<file path="config.mk">
export PLATFORM = sky130hd
export DESIGN_NAME = pulse_interval_command_receiver_top
export DESIGN_NICKNAME = d
export VERILOG_FILES = /design/src/hw/rtl/picr_pkg.sv /design/src/hw/rtl/picr_cmd_decode.sv /design/src/hw/rtl/pulse_interval_command_receiver_top.sv
export SDC_FILE = /design/constraint.sdc
export NUM_CORES = 1
export LEC_CHECK = 0
export BUFFER_PORTS_ARGS = -buffer_cell sky130_fd_sc_hd__buf_2
export CORE_UTILIZATION = 52
export DETAILED_ROUTE_END_ITERATION = 12
export PLACE_DENSITY = 0.69
export SLEW_MARGIN = 20
export SYNTH_ARGS = -nofsm -noshare
export SYNTH_HDL_FRONTEND = slang
export SYNTH_SLANG_ARGS = --single-unit
</file>
<file path="constraint.sdc">
create_clock -name clk -period 8.93 [get_ports clk]
set_input_delay 1.3395 -clock clk [delete_from_list [all_inputs] [get_ports clk]]
set_output_delay 1.3395 -clock clk [all_outputs]
set_load 0.005 [all_outputs]
</file>
<file path="src/hw/rtl/picr_pkg.sv">
// Package for the pulse interval command receiver: field widths, reset values,
// command and request codes, and the types shared by the top level and the decoder.
// No dependencies.
`timescale 1ns / 1ps

package picr_pkg;

  localparam int TIME_W    = 32;
  localparam int TOUT_W    = 20;
  localparam int GAP_W     = 17;
  localparam int CODE_W    = 5;
  localparam int REQ_W     = 4;
  localparam int NUM_W     = 27;
  localparam int PSTATE_W  = 2;
  localparam int SHIFT_W   = 16;
  localparam int CFG_IDX_W = 1;
  localparam int CFG_DATA_W = 20;
  localparam int IN_DATA_W  = 40;
  localparam int OUT_DATA_W = 40;

  localparam logic [TOUT_W-1:0]  FRAME_TIMEOUT_RST = TOUT_W'(25320);
  localparam logic [GAP_W-1:0]   LONG_GAP_RST      = GAP_W'(1500);
  localparam logic [SHIFT_W-1:0] RESTART_PATTERN   = 16'h5555;
  localparam logic [SHIFT_W-1:0] FRAME_MASK        = 16'h0383;
  localparam logic [SHIFT_W-1:0] FRAME_MATCH       = 16'h0080;
  localparam logic [NUM_W-1:0]   NUM_MAX           = NUM_W'(99999999);
  localparam logic [NUM_W-1:0]   SPEED_SLOW        = NUM_W'(5);
  localparam logic [NUM_W-1:0]   SPEED_FAST        = NUM_W'(3);

  // Configuration register indexes.
  localparam logic [CFG_IDX_W-1:0] CFG_FRAME_TIMEOUT = 1'b0;
  localparam logic [CFG_IDX_W-1:0] CFG_LONG_GAP      = 1'b1;

  typedef enum logic [PSTATE_W-1:0] {
    PS_OTHER    = 2'd0,
    PS_EJECTED  = 2'd1,
    PS_PARKED   = 2'd2,
    PS_SCANNING = 2'd3
  } pstate_t;

  typedef enum logic [CODE_W-1:0] {
    CMD_DIGIT0   = 5'h01,
    CMD_SLOWREV  = 5'h02,
    CMD_DIGIT8   = 5'h03,
    CMD_STEPFWD  = 5'h04,
    CMD_DIGIT4   = 5'h05,
    CMD_SCANFWD  = 5'h08,
    CMD_DIGIT2   = 5'h09,
    CMD_PAUSE    = 5'h0a,
    CMD_FASTREV  = 5'h0c,
    CMD_DIGIT6   = 5'h0d,
    CMD_MUTE_ONE = 5'h0e,
    CMD_FASTFWD  = 5'h10,
    CMD_DIGIT1   = 5'h11,
    CMD_STEPREV  = 5'h12,
    CMD_DIGIT9   = 5'h13,
    CMD_PLAY     = 5'h14,
    CMD_DIGIT5   = 5'h15,
    CMD_MUTE_TWO = 5'h16,
    CMD_SLOWFWD  = 5'h18,
    CMD_DIGIT3   = 5'h19,
    CMD_SEEK     = 5'h1a,
    CMD_SCANREV  = 5'h1c,
    CMD_DIGIT7   = 5'h1d,
    CMD_EJECT    = 5'h1e
  } cmd_code_t;

  typedef enum logic [REQ_W-1:0] {
    REQ_NONE    = 4'd0,
    REQ_SLOWREV = 4'd1,
    REQ_SLOWFWD = 4'd2,
    REQ_FASTREV = 4'd3,
    REQ_FASTFWD = 4'd4,
    REQ_STEPREV = 4'd5,
    REQ_STEPFWD = 4'd6,
    REQ_SCANFWD = 4'd7,
    REQ_SCANREV = 4'd8,
    REQ_RESCAN  = 4'd9,
    REQ_PAUSE   = 4'd10,
    REQ_PLAY    = 4'd11,
    REQ_LOAD    = 4'd12,
    REQ_SPINUP  = 4'd13,
    REQ_EJECT   = 4'd14,
    REQ_SEEK    = 4'd15
  } req_t;

  // Player state seen by the decoder.
  typedef struct packed {
    logic [NUM_W-1:0] entered_number;
    logic             seek_armed;
    logic             mute_one;
    logic             mute_two;
  } player_regs_t;

  // What a confirmed code does: the request and the player registers after it.
  typedef struct packed {
    req_t             request;
    logic [NUM_W-1:0] request_value;
    player_regs_t     regs;
  } cmd_action_t;

endpackage

</file>
<file path="src/hw/rtl/picr_cmd_decode.sv">
// Command decoder of the pulse interval command receiver: maps a confirmed code
// to a request and the updated number, seek and mute registers.
// Depends on picr_pkg.
`timescale 1ns / 1ps

module picr_cmd_decode (
  input  logic [picr_pkg::CODE_W-1:0] code,
  input  picr_pkg::pstate_t           pstate,
  input  picr_pkg::player_regs_t      regs_cur,
  output picr_pkg::cmd_action_t       action
);

  logic                           is_digit;
  logic [3:0]                     digit;
  logic [picr_pkg::NUM_W+3:0]     num_times_ten;
  logic [picr_pkg::NUM_W+3:0]     num_sum;
  logic [picr_pkg::NUM_W-1:0]     num_digit;

  always_comb begin
    is_digit = 1'b1;
    digit    = 4'd0;
    case (picr_pkg::cmd_code_t'(code))
      picr_pkg::CMD_DIGIT0: digit = 4'd0;
      picr_pkg::CMD_DIGIT1: digit = 4'd1;
      picr_pkg::CMD_DIGIT2: digit = 4'd2;
      picr_pkg::CMD_DIGIT3: digit = 4'd3;
      picr_pkg::CMD_DIGIT4: digit = 4'd4;
      picr_pkg::CMD_DIGIT5: digit = 4'd5;
      picr_pkg::CMD_DIGIT6: digit = 4'd6;
      picr_pkg::CMD_DIGIT7: digit = 4'd7;
      picr_pkg::CMD_DIGIT8: digit = 4'd8;
      picr_pkg::CMD_DIGIT9: digit = 4'd9;
      default:              is_digit = 1'b0;
    endcase
  end

  // Times ten as two shifts and an add.
  assign num_times_ten = {1'b0, regs_cur.entered_number, 3'b000}
                       + {3'b000, regs_cur.entered_number, 1'b0};
  assign num_sum       = num_times_ten + {(picr_pkg::NUM_W)'(0), digit};
  assign num_digit     = (num_sum > {4'd0, picr_pkg::NUM_MAX}) ? picr_pkg::NUM_MAX
                                                                : num_sum[picr_pkg::NUM_W-1:0];

  always_comb begin
    action.request       = picr_pkg::REQ_NONE;
    action.request_value = '0;
    action.regs          = regs_cur;
    if (is_digit) begin
      action.regs.entered_number = num_digit;
    end else begin
      case (picr_pkg::cmd_code_t'(code))
        picr_pkg::CMD_SLOWREV: begin
          action.request       = picr_pkg::REQ_SLOWREV;
          action.request_value = picr_pkg::SPEED_SLOW;
        end
        picr_pkg::CMD_SLOWFWD: begin
          action.request       = picr_pkg::REQ_SLOWFWD;
          action.request_value = picr_pkg::SPEED_SLOW;
        end
        picr_pkg::CMD_FASTREV: begin
          action.request       = picr_pkg::REQ_FASTREV;
          action.request_value = picr_pkg::SPEED_FAST;
        end
        picr_pkg::CMD_FASTFWD: begin
          action.request       = picr_pkg::REQ_FASTFWD;
          action.request_value = picr_pkg::SPEED_FAST;
        end
        picr_pkg::CMD_STEPFWD: action.request = picr_pkg::REQ_STEPFWD;
        picr_pkg::CMD_STEPREV: action.request = picr_pkg::REQ_STEPREV;
        picr_pkg::CMD_PAUSE:   action.request = picr_pkg::REQ_PAUSE;
        picr_pkg::CMD_EJECT:   action.request = picr_pkg::REQ_EJECT;
        picr_pkg::CMD_SCANFWD: begin
          action.request = (pstate == picr_pkg::PS_SCANNING) ? picr_pkg::REQ_RESCAN
                                                             : picr_pkg::REQ_SCANFWD;
        end
        picr_pkg::CMD_SCANREV: begin
          action.request = (pstate == picr_pkg::PS_SCANNING) ? picr_pkg::REQ_RESCAN
                                                             : picr_pkg::REQ_SCANREV;
        end
        picr_pkg::CMD_PLAY: begin
          case (pstate)
            picr_pkg::PS_EJECTED: action.request = picr_pkg::REQ_LOAD;
            picr_pkg::PS_PARKED:  action.request = picr_pkg::REQ_SPINUP;
            default:              action.request = picr_pkg::REQ_PLAY;
          endcase
        end
        picr_pkg::CMD_MUTE_ONE: action.regs.mute_one = ~regs_cur.mute_one;
        picr_pkg::CMD_MUTE_TWO: action.regs.mute_two = ~regs_cur.mute_two;
        picr_pkg::CMD_SEEK: begin
          // The first seek clears the number and arms; the second fires it.
          if (regs_cur.seek_armed) begin
            action.request       = picr_pkg::REQ_SEEK;
            action.request_value = regs_cur.entered_number;
          end else begin
            action.regs.entered_number = '0;
          end
          action.regs.seek_armed = ~regs_cur.seek_armed;
        end
        default: ;
      endcase
    end
  end

endmodule

</file>
<file path="src/hw/rtl/pulse_interval_command_receiver_top.sv">
// Top level of the pulse interval command receiver: input register, frame bit
// recovery, code confirmation and result register. Depends on picr_pkg and
// picr_cmd_decode.
`timescale 1ns / 1ps

// How to use this block:
// Each request on the input stream reports one level change of the remote
// control line with its free-running microsecond time stamp. Asserted edges
// shift one bit into the frame register (a one when the gap since the previous
// asserted edge reaches long_gap_us); released edges change nothing. A code is
// acted on only when the same code is framed twice in a row.
// Every input request produces exactly one result request, carrying the
// confirmed code, the transport request with its value and the current mutes.
// The result is registered: an accepted request waits in the input register and its
// result is captured in the result register. Throughput is one request per cycle
// unless the output stalls: all the work for an edge is a single pass of short logic
// between the two registers, so a new edge can follow in the very next cycle.
// When the output is stalled, the result register holds its request and the
// input register still takes one more request before in_tready falls.
// Reset (synchronous, rst_n low) empties both registers, clears the frame,
// stamps, pending code, entered number, seek arm and mutes, and loads the
// default frame timeout and long gap. Configuration writes through cfg_* take
// effect at once and are meant only while no request is in flight.
module pulse_interval_command_receiver_top (
  input  logic                                clk,
  input  logic                                rst_n,
  // Input stream.
  input  logic                                in_tvalid,
  output logic                                in_tready,
  // tdata from bit 0: edge_time_us[31:0], line_level[32], player_state[34:33], zero fill.
  input  logic [picr_pkg::IN_DATA_W-1:0]      in_tdata,
  // Result stream.
  output logic                                out_tvalid,
  input  logic                                out_tready,
  // tdata from bit 0: command_done[0], command_code[5:1], request[9:6],
  // request_value[36:10], audio_one_muted[37], audio_two_muted[38], zero fill.
  output logic [picr_pkg::OUT_DATA_W-1:0]     out_tdata,
  // Configuration write port.
  input  logic                                cfg_wen,
  input  logic [picr_pkg::CFG_IDX_W-1:0]      cfg_index,
  input  logic [picr_pkg::CFG_DATA_W-1:0]     cfg_wdata
);

  // Configuration registers.
  logic [picr_pkg::TOUT_W-1:0]   frame_timeout_r;
  logic [picr_pkg::GAP_W-1:0]    long_gap_r;

  // Input register.
  logic                          in_valid_r;
  logic [picr_pkg::TIME_W-1:0]   edge_time_r;
  logic                          line_level_r;
  picr_pkg::pstate_t             pstate_r;

  // Receiver state.
  logic [picr_pkg::SHIFT_W-1:0]  bit_shift_r, bit_shift_nxt;
  logic [picr_pkg::TIME_W-1:0]   first_stamp_r, first_stamp_nxt;
  logic [picr_pkg::TIME_W-1:0]   prev_stamp_r, prev_stamp_nxt;
  logic [picr_pkg::CODE_W-1:0]   pending_code_r, pending_code_nxt;
  picr_pkg::player_regs_t        regs_r, regs_nxt;

  // Result register.
  logic                          out_valid_r;
  logic [picr_pkg::OUT_DATA_W-1:0] out_data_r, out_data_nxt;

  logic                          advance;
  logic                          process;
  logic [picr_pkg::TIME_W-1:0]   since_first;
  logic [picr_pkg::TIME_W-1:0]   gap;
  logic                          restart;
  logic                          long_bit;
  logic [picr_pkg::SHIFT_W-1:0]  shift_base;
  logic [picr_pkg::SHIFT_W-1:0]  shifted;
  logic                          framed;
  logic [picr_pkg::CODE_W-1:0]   framed_code;
  logic                          confirmed;
  picr_pkg::cmd_action_t         action;
  logic                          res_done;
  logic [picr_pkg::CODE_W-1:0]   res_code;
  picr_pkg::req_t                res_req;
  logic [picr_pkg::NUM_W-1:0]    res_value;

  // The result register empties when taken or is empty already.
  assign advance   = !out_valid_r || out_tready;
  assign process   = in_valid_r && advance;
  assign in_tready = !in_valid_r || advance;

  always_ff @(posedge clk) begin
    if (!rst_n) begin
      frame_timeout_r <= picr_pkg::FRAME_TIMEOUT_RST;
      long_gap_r      <= picr_pkg::LONG_GAP_RST;
    end else if (cfg_wen) begin
      case (cfg_index)
        picr_pkg::CFG_FRAME_TIMEOUT: frame_timeout_r <= cfg_wdata[picr_pkg::TOUT_W-1:0];
        picr_pkg::CFG_LONG_GAP:      long_gap_r      <= cfg_wdata[picr_pkg::GAP_W-1:0];
        default: ;
      endcase
    end
  end

  always_ff @(posedge clk) begin
    if (!rst_n) begin
      in_valid_r <= 1'b0;
    end else if (in_tready) begin
      in_valid_r <= in_tvalid;
    end
  end

  always_ff @(posedge clk) begin
    if (in_tready && in_tvalid) begin
      edge_time_r  <= in_tdata[31:0];
      line_level_r <= in_tdata[32];
      pstate_r     <= picr_pkg::pstate_t'(in_tdata[34:33]);
    end
  end

  // Frame bit recovery. Time differences wrap modulo two to the 32nd.
  assign since_first = edge_time_r - first_stamp_r;
  assign gap         = edge_time_r - prev_stamp_r;
  assign restart     = since_first > {12'd0, frame_timeout_r};
  assign long_bit    = gap >= {15'd0, long_gap_r};
  assign shift_base  = restart ? picr_pkg::RESTART_PATTERN : bit_shift_r;
  assign shifted     = {shift_base[picr_pkg::SHIFT_W-2:0], long_bit};
  // Frame is 0,0,1, five code bits, 0,0 with the newest bit lowest.
  assign framed      = (shifted & picr_pkg::FRAME_MASK) == picr_pkg::FRAME_MATCH;
  assign framed_code = shifted[6:2];
  assign confirmed   = framed && (framed_code == pending_code_r);

  picr_cmd_decode u_cmd_decode (
    .code     (framed_code),
    .pstate   (pstate_r),
    .regs_cur (regs_r),
    .action   (action)
  );

  always_comb begin
    bit_shift_nxt    = bit_shift_r;
    first_stamp_nxt  = first_stamp_r;
    prev_stamp_nxt   = prev_stamp_r;
    pending_code_nxt = pending_code_r;
    regs_nxt         = regs_r;
    res_done         = 1'b0;
    res_code         = '0;
    res_req          = picr_pkg::REQ_NONE;
    res_value        = '0;
    if (line_level_r) begin
      if (restart) begin
        first_stamp_nxt = edge_time_r;
      end
      prev_stamp_nxt = edge_time_r;
      bit_shift_nxt  = shifted;
      if (confirmed) begin
        res_done         = 1'b1;
        res_code         = framed_code;
        res_req          = action.request;
        res_value        = action.request_value;
        regs_nxt         = action.regs;
        pending_code_nxt = '0;
      end else if (framed) begin
        pending_code_nxt = framed_code;
      end
    end
    out_data_nxt = {1'b0, regs_nxt.mute_two, regs_nxt.mute_one, res_value,
                    res_req, res_code, res_done};
  end

  always_ff @(posedge clk) begin
    if (!rst_n) begin
      bit_shift_r    <= '0;
      first_stamp_r  <= '0;
      prev_stamp_r   <= '0;
      pending_code_r <= '0;
      regs_r         <= '0;
      out_valid_r    <= 1'b0;
    end else begin
      if (process) begin
        bit_shift_r    <= bit_shift_nxt;
        first_stamp_r  <= first_stamp_nxt;
        prev_stamp_r   <= prev_stamp_nxt;
        pending_code_r <= pending_code_nxt;
        regs_r         <= regs_nxt;
      end
      if (advance) begin
        out_valid_r <= in_valid_r;
      end
    end
  end

  always_ff @(posedge clk) begin
    if (process) begin
      out_data_r <= out_data_nxt;
    end
  end

  assign out_tvalid = out_valid_r;
  assign out_tdata  = out_data_r;

endmodule

</file>
==> impl_metrics.toml <==
[detailed_routing]
wl_per_cell_um = 16.6
drt_pass1_iterations = 6
initialDrtViolationCount = 1052
postRouteWirelength_um = 39000
num_vias = 13700
post-route-drc-count = 0
postRouteAntennaNets = 0
vias_per_cell = 5.81

[synthesis]
synthesis.area_um2 = 15300
postSynthAreaPerCell_um2 = 8.15
post_synth_num_cell_types = 84
synth_common_cells = "sky130_fd_sc_hd__nand2_1, sky130_fd_sc_hd__a21oi_1, sky130_fd_sc_hd__nor2_1"
synth-edff-count = 74
synthMostInstantiatedCell = "sky130_fd_sc_hd__nand2_1"
synth_top_area_cell = "sky130_fd_sc_hd__dfxtp_1"
async_flop_share = 0
ys_seq_elements = 221
dominantRegCellSynth = "sky130_fd_sc_hd__dfxtp_1"
synthDominantCellAreaShare = 0.193
ys_seq_area_frac = 0.338
synth_area_leaders = "sky130_fd_sc_hd__dfxtp_1, sky130_fd_sc_hd__edfxtp_1, sky130_fd_sc_hd__ha_1, sky130_fd_sc_hd__nand2_1, sky130_fd_sc_hd__a21oi_1"
synthesis.instances = 1875
synth.net_count = 2099
yosys_warnings = 0

[floorplanning]
row_count = 62
die-area_um2 = 30100
boundaryPins = 108
floorplan.die.height_um = 173
floorplan.die.width_um = 173
core_area_um2 = 28800
floorplan.initialDensity = 0.531

[sta]
timing.clock.skew_ps = 16.0
minimum_setup_slack_in_the_final_design_ps = 528
timing.fmax_mhz = 119
timing.setup.tns_ps = 0
drv_slew = 0
finalCritPeriodShare = 0.941
tightestPinTransition_ps = 1110
grt_setup_unrepaired = "no"
slew_headroom = 0.259
report.final.setup_viol = 0
period_minus_slack_ps = 8400
final-hold-violation-count = 0

[global_routing]
global_route_wire_length_before_repair_um = 63900
grt_max_degree = 100
grt-ovfl-total = 0
grt.total_usage = 0.255
first_global_vias = 12800
grt_antenna_before_repair = 0

[clock_tree]
clock_tree_from_tritoncts = "yes"
path_clk_slew_ps = 60
htree_num_levels = 1
clock_latency_ps = 530
cts-root-to-sink-buffers = 3
clockRootBuffer = "sky130_fd_sc_hd__clkbuf_16"
postCtsHoldBufs = 0
cts_sinks = 221
cts_bufs_inserted = 24

[worst_hold_path]
holdPathStages = 2
min_path_type = "flip-flop to flip-flop"

[layout]
areaGrowthSynthToFinish_pct = 11.8
antenna-diode-count = 0
fraction_of_the_core_area_covered_by_cells_at_the_end_of_the_flow = 0.594
nNetsFinal = 2179
final_layout_size_suffix_gt1_frac = 0.108
fin_cells = 2357

[placed_design]
number_of_placed_cells_counting_well_taps = 2309
portBuffers = 101
dp_slack_ps = 52.1
hpwlAfterDp_um = 29600
place_congestion = 0.921

[critical_path]
required_ps = 9330
critical_path_class = "flip-flop to flip-flop"
r2r.worst_path.cells = 37
worst-endpoint-arrival_ps = 8800
most_prevalent_standard_cell_on_the_critical_path = "sky130_fd_sc_hd__inv_1"
slowest_delay_ps = 530
cp_slowest_cell = "sky130_fd_sc_hd__fa_1"
timing.critical_path.to_type = "flip-flop"
crit_path_start_kind = "flip-flop"
worstPathMaxFanout = 24

[outcome]
status = "finished clean"

[job]
maxCapViolations = 0

[power_and_ir_drop]
p_leak_uw = 0.00682
power.density_nw_per_um2 = 153
max-vdd-ir-drop_mv = 0.162
==> flip-flops by register name (all words and copies together) (netlist names), 2 cells and up <==
register / flops
out_tdata: 39
edge_time_r: 32
first_stamp_r: 32
prev_stamp_r: 32
regs_r: 30
frame_timeout_r: 20
long_gap_r: 17
bit_shift_r: 9
pending_code_r: 5
pstate_r: 2
==> stage by stage <==
step	power [µW]	cell area [µm²]	hold slack (ps)
detailed placement	1620	16200	439
CTS	2630	17000	448
finish	2610	17100	446
global placement	1610	16200	433
floorplan	1470	15300	427
global route	2730	17100	468
==> layer usage <==
metal  GRT usage  vias to the layer above  part of all wire
li1            -                     6842                 -
met1       0.349                     6445              0.46
met2       0.431                      357              0.47
met3      0.0289                       54             0.053
met4      0.0590                        0             0.019
met5           0                        -                 0
==> worst max-delay path: cells and delay by family, from the launching register on <==
family,cells,cell delay [ps]
AO/OA/AOI/OAI,17,4080
XOR/XNOR,2,290
adder cells (fa/ha/maj),5,1720
buffers and inverters,6,740
flip-flops,1,410
AND/OR/NAND/NOR,7,1000
==> cell usage in the layout, fill, tap and decap left out, types with 25 or more instances in the layout <==
master	n
sky130_fd_sc_hd__mux2i_1	42
sky130_fd_sc_hd__dfxtp_1	147
sky130_fd_sc_hd__a21o_1	33
sky130_fd_sc_hd__edfxtp_1	74
sky130_fd_sc_hd__xnor2_1	37
sky130_fd_sc_hd__a21oi_1	176
sky130_fd_sc_hd__nand3_1	46
sky130_fd_sc_hd__a211oi_1	29
sky130_fd_sc_hd__nor2_1	160
sky130_fd_sc_hd__buf_2	101
sky130_fd_sc_hd__nand4_1	25
sky130_fd_sc_hd__inv_1	133
sky130_fd_sc_hd__nand2_1	290
sky130_fd_sc_hd__buf_4	34
sky130_fd_sc_hd__nor3_1	33
sky130_fd_sc_hd__clkbuf_16	25
sky130_fd_sc_hd__o21ai_0	87
sky130_fd_sc_hd__ha_1	154
sky130_fd_sc_hd__xor2_1	33
sky130_fd_sc_hd__o211ai_1	27
==> repair_timing <==
action | in CTS | in global routing
resized for setup | 0 | 11
setup endpoints to repair | 0 | 27
buffers inserted | 0 | 3
==> final timing paths <==
kind	slack, ps	to	from
worst min register to register	450	bit_shift_r[8]	bit_shift_r[8]
worst max-delay path	530	regs_r[23]	edge_time_r[0]
worst min-delay path	450	bit_shift_r[8]	bit_shift_r[8]
worst max register to register	530	regs_r[23]	edge_time_r[0]
==> cells by family after synthesis <==
family	share of synthesized area
AND/OR/NAND/NOR	0.201
AO/OA/AOI/OAI	0.204
flip-flops	0.338
buffers and inverters	0.0541
adder cells (fa/ha/maj)	0.131
XOR/XNOR	0.0401
multiplexers	0.0312
other	0.000245
==> report_power, final <==
group	internal (µW)	total (µW)	switching [µW]
logic	199	504	305
clock network	592	1000	410
registers	1080	1100	25.5
total	1870	2610	740
==> final cells by class <==
type,count,area (µm²)
Clock buffer,26,629
Multi-Input combinational cell,1436,9360
Timing Repair Buffer,137,792
Clock inverter,18,159
Tap cell,384,480
Fill cell,2675,11700
Inverter,135,507
Sequential cell,221,5160
(Power assumes the default switching activity.)
